**src/grc_pkg.sv**
```systemverilog
// Shared types and constants for the grid ray wall column caster.
package grc_pkg;

  localparam int MAP_SIZE  = 32;
  localparam int MAP_AW    = $clog2(MAP_SIZE);
  localparam int MAP_DEPTH = MAP_SIZE * MAP_SIZE;
  localparam int CELL_W    = 4;
  localparam int SCREEN_W  = 320;
  localparam int SCREEN_H  = 180;
  localparam int HALF_H    = SCREEN_H / 2;
  localparam int TEX_SIZE  = 64;
  localparam int TEX_BITS  = $clog2(TEX_SIZE);
  localparam int MAX_STEPS = 64;
  localparam int STEP_CW   = $clog2(MAX_STEPS + 1);

  localparam int DIV_W   = 29;  // dividend / quotient width
  localparam int DIV_DW  = 32;  // divisor width
  localparam int CAM_W   = 19;
  localparam int RAY_W   = 20;
  localparam int DELTA_W = 41;
  localparam int SD_W    = 48;
  localparam int PERP_W  = 32;
  localparam int COORD_W = MAP_AW + 2;
  localparam int CFG_AW  = 3;

  localparam logic [15:0] LH_MAX = 16'hFFFF;
  localparam logic [21:0] TS_MAX = 22'h3FFFFF;

  localparam logic [CFG_AW-1:0] REG_POS_X   = 3'd0;
  localparam logic [CFG_AW-1:0] REG_POS_Y   = 3'd1;
  localparam logic [CFG_AW-1:0] REG_DIR_X   = 3'd2;
  localparam logic [CFG_AW-1:0] REG_DIR_Y   = 3'd3;
  localparam logic [CFG_AW-1:0] REG_PLANE_X = 3'd4;
  localparam logic [CFG_AW-1:0] REG_PLANE_Y = 3'd5;

  typedef enum logic [4:0] {
    OP_IDLE,
    OP_MAPWR,
    OP_LOAD,
    OP_CAM_SAVE,
    OP_RAYX,
    OP_RAYY,
    OP_DX_START,
    OP_DX_SAVE,
    OP_DY_START,
    OP_DY_SAVE,
    OP_SIDEX,
    OP_SIDEY,
    OP_STEP,
    OP_CHECK,
    OP_PERP,
    OP_LH_START,
    OP_LH_SAVE,
    OP_TS_START,
    OP_TS_SAVE,
    OP_TEX,
    OP_TPOS,
    OP_OUT
  } dp_op_t;

  typedef struct packed {
    dp_op_t op;
  } dp_cmd_t;

  typedef struct packed {
    logic div_busy;
    logic walk_hit;
    logic walk_end;
  } dp_status_t;

endpackage

```
**src/grc_ctrl.sv**
```systemverilog
// Sequencer for map writes and column casts.
module grc_ctrl import grc_pkg::*; (
  input  logic       clk,
  input  logic       rst_n,
  input  logic       in_valid,
  input  logic       in_kind,
  output logic       in_stall,
  output logic       out_valid,
  input  logic       out_stall,
  input  dp_status_t status,
  output dp_cmd_t    cmd
);

  typedef enum logic [4:0] {
    S_IDLE, S_CAM_WAIT, S_RAYX, S_RAYY,
    S_DX_GO, S_DX_WAIT, S_DY_GO, S_DY_WAIT,
    S_SIDEX, S_SIDEY, S_STEP, S_CHECK,
    S_PERP, S_LH_GO, S_LH_WAIT, S_TS_GO, S_TS_WAIT,
    S_TEX, S_TPOS, S_DONE
  } state_t;

  state_t state_r, state_nxt;
  logic   out_valid_r, out_valid_nxt;
  logic   in_acc;

  assign in_stall  = (state_r != S_IDLE);
  assign in_acc    = in_valid && !in_stall;
  assign out_valid = out_valid_r;

  always_comb begin
    state_nxt     = state_r;
    out_valid_nxt = out_valid_r && out_stall;
    cmd.op        = OP_IDLE;
    case (state_r)
      S_IDLE: begin
        if (in_acc) begin
          if (in_kind) begin
            cmd.op    = OP_LOAD;
            state_nxt = S_CAM_WAIT;
          end else begin
            cmd.op = OP_MAPWR;
          end
        end
      end
      S_CAM_WAIT: begin
        if (!status.div_busy) begin
          cmd.op    = OP_CAM_SAVE;
          state_nxt = S_RAYX;
        end
      end
      S_RAYX: begin
        cmd.op    = OP_RAYX;
        state_nxt = S_RAYY;
      end
      S_RAYY: begin
        cmd.op    = OP_RAYY;
        state_nxt = S_DX_GO;
      end
      S_DX_GO: begin
        cmd.op    = OP_DX_START;
        state_nxt = S_DX_WAIT;
      end
      S_DX_WAIT: begin
        if (!status.div_busy) begin
          cmd.op    = OP_DX_SAVE;
          state_nxt = S_DY_GO;
        end
      end
      S_DY_GO: begin
        cmd.op    = OP_DY_START;
        state_nxt = S_DY_WAIT;
      end
      S_DY_WAIT: begin
        if (!status.div_busy) begin
          cmd.op    = OP_DY_SAVE;
          state_nxt = S_SIDEX;
        end
      end
      S_SIDEX: begin
        cmd.op    = OP_SIDEX;
        state_nxt = S_SIDEY;
      end
      S_SIDEY: begin
        cmd.op    = OP_SIDEY;
        state_nxt = S_STEP;
      end
      S_STEP: begin
        cmd.op    = OP_STEP;
        state_nxt = S_CHECK;
      end
      S_CHECK: begin
        cmd.op = OP_CHECK;
        if (status.walk_hit) begin
          state_nxt = S_PERP;
        end else if (status.walk_end) begin
          state_nxt = S_DONE;
        end else begin
          state_nxt = S_STEP;
        end
      end
      S_PERP: begin
        cmd.op    = OP_PERP;
        state_nxt = S_LH_GO;
      end
      S_LH_GO: begin
        cmd.op    = OP_LH_START;
        state_nxt = S_LH_WAIT;
      end
      S_LH_WAIT: begin
        if (!status.div_busy) begin
          cmd.op    = OP_LH_SAVE;
          state_nxt = S_TS_GO;
        end
      end
      S_TS_GO: begin
        cmd.op    = OP_TS_START;
        state_nxt = S_TS_WAIT;
      end
      S_TS_WAIT: begin
        if (!status.div_busy) begin
          cmd.op    = OP_TS_SAVE;
          state_nxt = S_TEX;
        end
      end
      S_TEX: begin
        cmd.op    = OP_TEX;
        state_nxt = S_TPOS;
      end
      S_TPOS: begin
        cmd.op    = OP_TPOS;
        state_nxt = S_DONE;
      end
      S_DONE: begin
        // output register free or draining this cycle
        if (!out_valid_r || !out_stall) begin
          cmd.op        = OP_OUT;
          out_valid_nxt = 1'b1;
          state_nxt     = S_IDLE;
        end
      end
      default: begin
        state_nxt = S_IDLE;
      end
    endcase
  end

  always_ff @(posedge clk) begin
    if (!rst_n) begin
      state_r     <= S_IDLE;
      out_valid_r <= 1'b0;
    end else begin
      state_r     <= state_nxt;
      out_valid_r <= out_valid_nxt;
    end
  end

endmodule

```
**config.mk**
```make
export PLATFORM = sky130hd
export DESIGN_NAME = grc_ctrl
export DESIGN_NICKNAME = d
export VERILOG_FILES = /design/src/grc_pkg.sv /design/src/grc_ctrl.sv
export SDC_FILE = /design/constraint.sdc
export NUM_CORES = 1
export LEC_CHECK = 0
export BUFFER_PORTS_ARGS = -buffer_cell sky130_fd_sc_hd__buf_2
export CAP_MARGIN = 5
export CELL_PAD_IN_SITES_DETAIL_PLACEMENT = 2
export CELL_PAD_IN_SITES_GLOBAL_PLACEMENT = 2
export CORE_MARGIN = 3
export CORE_UTILIZATION = 30
export DETAILED_ROUTE_END_ITERATION = 10
export MAX_ROUTING_LAYER = met4
export PLACE_DENSITY_LB_ADDON = 0.1
export SYNTH_ARGS = -nofsm -noshare
export SYNTH_HDL_FRONTEND = slang
export SYNTH_SLANG_ARGS = --single-unit
```
**constraint.sdc**
```tcl
create_clock -name clk -period 3.1 [get_ports clk]
set_clock_uncertainty 0.2 [all_clocks]
set_input_delay 0.155 -clock clk [delete_from_list [all_inputs] [get_ports clk]]
set_output_delay 0.155 -clock clk [all_outputs]
set_load 0.02 [all_outputs]
```
==> metrics.yaml, run 1 <==
run_status:
  outcome: "complete, no violations"
synthesis:
  synth_top_family_by_area: "simple AND/OR/NAND/NOR gates"
  synth.avg_cell_area_um2: 6.90
  yosys_warnings: 0
  netlist_area_um2: 656
  synthXorXnorAreaFrac: 0.0134
  yosys-mux-area-fraction: 0.0458
  synth.net_count: 103
  synth-seq-cells: 6
  synth_compound_area_frac: 0.284
  yosysSeqAreaShare: 0.183
  netlist_instances: 95
  synthSimpleGateAreaFrac: 0.368
  synth_fa_ha_area_frac: 0
  yosys.cell_types.count: 37
finish:
  drive_above_1_share: 0.206
  fin_util: 0.361
  antenna_cells: 0
  fill_cells: 269
  area_growth_pct: 11.5
  fin_cells: 129
  nets: 112
setup_path:
  required_ns: 2.74
  cp_cell_sequence: "nor3_1 > nand2_1 > nor3b_1 > a221o_1 > buf_2"
  startpoint_type: "flop"
  endpoint: "cmd[0]"
  crit_type: "reg -> out"
  rr_startpoint: "state_r[0]"
  critPathMaxStageDelay_ns: 0.52
  critPathArrivalTime_ns: 2.05
  slowest_stage: "dfxtp_1"
  r2r_setup_slack_ns: 1.03
  critical_path_peak_fanout: 21
  cp-end-kind: "primary output"
  worst-r2r-cell-count: 4
  cp-startpoint: "state_r[2]"
  reg2reg_to: "state_r[0]"
placed_design:
  dp_slack_ns: 0.955
  dp.final_hpwl_um: 1620
  portBuffers: 14
  dp.cells: 125
  routabilityCongestion: 0.759
route:
  wirelength_um: 2260
  wl_met1_um: 1150
  vias_per_cell: 5.61
  wl_met3_um: 66
  drc: 0
  met2WireLength_um: 1040
  ant_nets: 0
  firstDrtPassIters: 4
  wl_per_cell_um: 17.5
  drt_iter0_drc: 13
  highest_layer: "met4"
  vias: 724
timing:
  period_minus_slack_ns: 2.40
  hold_violations: 0
  relSlewSlack: 0.545
  tightest_slew_ns: 0.682
  max_freq_mhz: 416
  setup_viol: 0
  rsz0062_at_grt: "no"
  finalCritPeriodShare: 0.775
  slew_viol_final: 0
  finalWorstSetupSlack_ns: 0.698
  fin_tns_setup_ns: 0
grt:
  grt_pass1_vias: 722
  grt_max_degree: 22
  grt_usage: 0.188
  grt_pass1_wl_um: 3670
  grt-ovfl-total: 0
  antenna_found_initial: 0
cts:
  post_cts_buffers: 0
  cts_tree: "yes"
  clock_latency_ns: 0.25
  clock_path_buffers: 2
  htreeDepth: 1
  root_buffer: "clkbuf_4"
  path_clk_slew_ns: 0.05
  cts_buffers: 3
  clock-sinks: 6
power_and_ir_drop:
  peakVddDrop_uv: 204
  power_leakage_nw: 0.315
  p_per_area_nw_per_um2: 726
floorplanning:
  io_pins: 15
  die_width_um: 52.8
  initial_utilization: 0.324
  core_region_area_um2: 2020
  die_h_um: 52.8
  dieArea_um2: 2780
  rows: 16
flow_run:
  cap_violations: 0
min_path:
  holdCritPathClass: "in -> reg"
[cells in the mapped netlist]
library cell  number  area share
a21oi_1            3       0.023
a311o_2            1       0.017
a311oi_1           2       0.027
nor3_1             3       0.023
and3_1             1      0.0095
xor2_1             1       0.013
or3b_1             1       0.013
nor2b_1            4       0.038
o21ai_0            7       0.053
a221o_1            1       0.015
o211a_1            1       0.015
o22ai_1            2       0.019
mux2i_1            3       0.046
dfxtp_1            6        0.18
buf_6              2       0.034
nand3_1            3       0.023
nand3b_1           1       0.011
nor2_1             8       0.046
nand2_1           14       0.080
o31a_1             1       0.013
a21oi_2            1       0.013
a22o_1             1       0.013
nand2b_1           3       0.029
nor3b_1            2       0.023
nand4_1            1      0.0095
a22oi_1            1       0.011
buf_2              4       0.031
a311o_1            1       0.015
nand4b_1           2       0.027
a21boi_0           1       0.011
a211oi_1           1       0.011
inv_1              2       0.011
clkbuf_1           5       0.029
or3b_2             2       0.027
a32oi_1            1       0.013
o31ai_1            1       0.011
and2_0             1      0.0095
[worst max-delay path, delay by kind of cell, from the launching register on]
kind | cells | cell delay (ns)
buffers and inverters | 1 | 0.16
DFF | 1 | 0.52
AOI/OAI and AO/OA | 1 | 0.17
and+or+nand+nor | 3 | 0.95
[where the power goes]
| part | internal (mW) | switching (mW) |
|---|---|---|
| registers | 0.0927 | 0.0762 |
| clock network | 0.0440 | 0.0313 |
| logic | 0.124 | 0.162 |
[area by class of cell]
type | count | area [um^2] | area share
well taps | 27 | 33.8 | 0.0462
repair buffers | 15 | 80.1 | 0.110
flip-flops and latches | 6 | 120 | 0.164
inverters | 2 | 7.51 | 0.0103
clock buffers | 3 | 22.5 | 0.0308
multi-input cells | 76 | 467 | 0.639
[flip-flops by register name, summed over array words and instances, names as in the netlist]
signal	cells
state_r	5
out_valid	1
[stage by stage]
step	hold slack (ns)	cell area (um^2)	power, mW
floorplan	0.122	656	0.386
global placement	0.256	698	0.443
detailed placement	0.262	698	0.455
CTS	0.0407	731	0.536
global route	0.0429	731	0.579
finish	0.0545	731	0.531
[what timing repair did]
| action | CTS | global route |
|---|---|---|
| hold buffers | 1 | 0 |
| resized for setup | 0 | 0 |
| hold endpoints to repair | 1 | 0 |
[metal layers]
layer	vias up	GRT usage
met2	17	0.300
met5	-	-
met1	348	0.248
met4	0	0.0511
li1	357	-
met3	2	0.0256
[worst min-delay path by stage]
stage                   start   endpoint  slack, ns  cells past startpoint
floorplan           out_stall  out_valid       0.12                      2
global placement    out_stall  out_valid       0.26                      3
detailed placement  out_stall  out_valid       0.26                      3
CTS                     rst_n  out_valid       0.04                      2
global route            rst_n  out_valid       0.04                      2
finish                  rst_n  out_valid       0.05                      2
[placed cells by master, fill, tap and decap left out, types with 2 or more instances in the layout]
cell and n:
nor2_1 8, nand3_1 3, clkbuf_4 3, nor2b_1 4, nor3_1 3, nor3b_1 2
nand2_1 14, or3b_2 2, a311oi_1 2, buf_2 14, a21oi_1 3, mux2i_1 3
dfxtp_1 6, o22ai_1 2, nand2b_1 3, inv_1 2, o21ai_0 7, nand4b_1 2
[cells by family after synthesis]
family,Yosys count
DFF,6
xor gates and xnor gates,1
muxes,3
AOI/OAI and AO/OA,26
and+or+nand+nor,46
buffers and inverters,13
No activity file was read; power rests on OpenSTA's default activity.
==> run 2, diff against run 1 <==
--- a/config.mk
+++ b/config.mk
@@ -5,12 +5,13 @@
 export SDC_FILE = /design/constraint.sdc
 export NUM_CORES = 1
 export LEC_CHECK = 0
+export ABC_AREA = 1
 export BUFFER_PORTS_ARGS = -buffer_cell sky130_fd_sc_hd__buf_2
 export CAP_MARGIN = 5
 export CELL_PAD_IN_SITES_DETAIL_PLACEMENT = 2
 export CELL_PAD_IN_SITES_GLOBAL_PLACEMENT = 2
 export CORE_MARGIN = 3
-export CORE_UTILIZATION = 30
+export CORE_UTILIZATION = 25
 export DETAILED_ROUTE_END_ITERATION = 10
 export MAX_ROUTING_LAYER = met4
 export PLACE_DENSITY_LB_ADDON = 0.1
==> constraint.sdc (replaced) <==
create_clock -name clk -period 2.38 [get_ports clk]
set_clock_uncertainty 0.2 [all_clocks]
set_input_delay 0.119 -clock clk [delete_from_list [all_inputs] [get_ports clk]]
set_output_delay 0.119 -clock clk [all_outputs]
set_load 0.02 [all_outputs]
==> run 2 against run 1 <==
Net effect: the run now ends with hold timing left; sequential share of layout area decreased by 2.0 points; final cell count increased by 42%; sequential power decreased by 17%; first-iteration DRC count increased by 69%; worst setup slack got worse by 0.49 ns; register-to-register slack got worse by 0.57 ns; critical path depth increased by 2; global-route usage increased by 0.39 points; power increased by 14%; via count increased by 32%; flip-flop and latch count unchanged; largest power group unchanged; highest routed layer unchanged.
==> metrics.yaml, run 2 <==
run_status:
  outcome: "complete, but fails checks"
  violations: "hold timing"
grt:
  grt_max_degree: 20  # -9.1%
  grt_pass1_wl_um: 4970  # +36%
  grt_usage: 0.192  # +0.00387
  antenna_found_initial: 0  # unchanged
  grt-ovfl-total: 0  # unchanged
  grt_pass1_vias: 1001  # +39%
synthesis:
  yosys.area.top_type: "nand2_1"
  synth_edf_count: 0  # unchanged
  netlist_instances: 138  # +45%
  yosys-top-cells-area: "nand2_1 (20%), dfxtp_1 (17%), nand3_1 (13%)"
  yosysSeqAreaShare: 0.170  # -0.0130
  synth-seq-cells: 6  # unchanged
  synth_top_area_share: 0.202  # +0.0189
  synthTopCellsByCount: "nand2_1 (38), nor2_1 (22), inv_1 (20), nand3_1 (19), a21oi_1 (8)"
  synth.avg_cell_area_um2: 5.11  # -26%
  synth.net_count: 146  # +42%
  synth.most_common_cell: "nand2_1"
  yosys_warnings: 0  # unchanged
  yosys.cell_types.count: 17  # -54%
  netlist_area_um2: 706  # +7.6%
  synth_flop_cell: "dfxtp_1"
  ys_async_sr_fraction: 0  # unchanged
floorplanning:
  rows: 18  # +2
  die_width_um: 59.1  # +12%
  die_h_um: 59.1  # +12%
  core_region_area_um2: 2590  # +28%
  initial_utilization: 0.272  # -0.0518
  dieArea_um2: 3500  # +26%
  io_pins: 15  # unchanged
timing:
  tightest_slew_ns: 0.442  # -0.240 ns
  slew_viol_final: 0  # unchanged
  relSlewSlack: 0.704  # +0.160
  period_minus_slack_ns: 2.17
  finalCritPeriodShare: 0.914
  fin_tns_setup_ns: 0  # unchanged
  finalWorstSetupSlack_ns: 0.205  # -0.493 ns
  max_freq_mhz: 460
  rsz0062_at_grt: "no"
  timing.hold.ws_ns: -0.000395  # -0.0549 ns
  hold_violations: 1  # +1
  setup_viol: 0  # unchanged
placed_design:
  dp.final_hpwl_um: 2450  # +52%
  portBuffers: 14  # unchanged
  placed_cell_area_um2: 807  # +16%
  routabilityCongestion: 0.837  # +10%
  dp_slack_ns: 0.432  # -0.523 ns
route:
  vias: 954  # +32%
  drt_iter0_drc: 22  # +9
  ant_nets: 0  # unchanged
  drc: 0  # unchanged
  wl_per_cell_um: 16.0  # -8.9%
  firstDrtPassIters: 4  # unchanged
  wirelength_um: 2920  # +29%
  vias_per_cell: 5.21  # -7.1%
cts:
  hold_buffers: 0  # -1
  post_cts_buffers: 0  # unchanged
  clock_path_buffers: 2  # unchanged
  path_clk_slew_ns: 0.04  # about the same
  root_buffer: "clkbuf_4"
  clock_latency_ns: 0.24  # about the same
  htreeDepth: 1  # unchanged
  cts_tree: "yes"
  clock-sinks: 6  # unchanged
  cts_resized: 0  # unchanged
  cts_buffers: 3  # unchanged
finish:
  largest_register_ffs: 5  # unchanged
  drive_above_1_share: 0.137  # -0.0686
  top_register: "state_r"
  fin_area_um2: 830  # +14%
  nets: 163  # +46%
  antenna_cells: 0  # unchanged
  area_growth_pct: 17.6
  fin_util: 0.320  # -0.0411
  layout_common_cells: "nand2_1 (38), nor2_1 (22), inv_1 (20), nand3_1 (19), buf_2 (14)"
  final_common_cell: "nand2_1"
  fill_cells: 346  # +29%
setup_path:
  required_ns: 2.06  # -0.68 ns
  crit_type: "reg -> out"
  critPathArrivalTime_ns: 1.86  # -0.19 ns
  cp-end-kind: "primary output"
  critical_path_peak_fanout: 6  # -71%
  startpoint_type: "flop"
power_and_ir_drop:
  power_leakage_nw: 0.465  # +48%
  peakVddDrop_uv: 396  # +94%
  power.total_uw: 604  # +14%
  p_per_area_nw_per_um2: 728  # +0.28%
min_path:
  holdCritPathClass: "in -> reg"
flow_run:
  cap_violations: 0  # unchanged
-- run 2: cell count changes in the layout (fill, tap and decap cells not counted), moves of 4 or more --
cell	before	now
inv_1	2	20
nand3_1	3	19
nor2b_1	4	0
nor2_1	8	22
nand4_1	1	7
nand2_1	14	38
a21oi_1	3	8
o211ai_1	0	5
-- run 2: final timing paths --
check             slack [ns]          to  depth (start not counted)       start
setup reg to reg        0.46  state_r[4]                          9  state_r[2]
hold / removal       -0.0004  state_r[2]                          3       rst_n
hold reg to reg         0.35  state_r[0]                          2  state_r[0]
setup / recovery        0.21      cmd[0]                          7  state_r[3]
-- run 2: through the flow --
step	std cells	hold slack, ns
6_report	183	-0.000395
5_1_grt	183	0.0212
4_1_cts	183	0.00121
3_5_place_dp	180	0.252
3_3_place_gp	180	0.240
2_1_floorplan	138	0.103
-- run 2: power breakdown --
group / total [mW] / switching (mW) / internal [mW]
clock: 0.0905 / 0.0337 / 0.0568
combinational: 0.373 / 0.266 / 0.107
sequential: 0.141 / 0.0250 / 0.116
-- run 2: metal layers --
layer / vias to the layer above / routed length (um) / GRT usage
li1: 489 / - / -
met1: 448 / 1490 / 0.261
met2: 12 / 1370 / 0.308
met3: 5 / 49 / 0.0218
met4: 0 / 20 / 0.0388
met5: - / 0 / -
-- run 2: area by class of cell --
cell class                 instances  area, um^2  area share
timing repair buffer              15        77.6      0.0935
inverter                          22        82.6      0.0995
tap                               30        37.5      0.0452
multi-input combinational        107         489       0.590
sequential                         6         120       0.145
clock buffer                       3        22.5      0.0271
-- run 2: kinds of logic (layout without fill, tap and decap cells) --
logic type / Yosys count / after routing / synth area share
simple gates: 87 / 87 / 0.525
buf+inv: 25 / 40 / 0.137
compound gates: 20 / 20 / 0.168
flops: 6 / 6 / 0.170
-- run 2: worst max-delay path, stage by stage, from the launching register on --
cell and delay, ns:
dfxtp_1 0.44, inv_1 0.11, nor2_1 0.33, nand3_1 0.23
o211ai_1 0.14, nor2_1 0.07, o211ai_1 0.09, buf_2 0.19
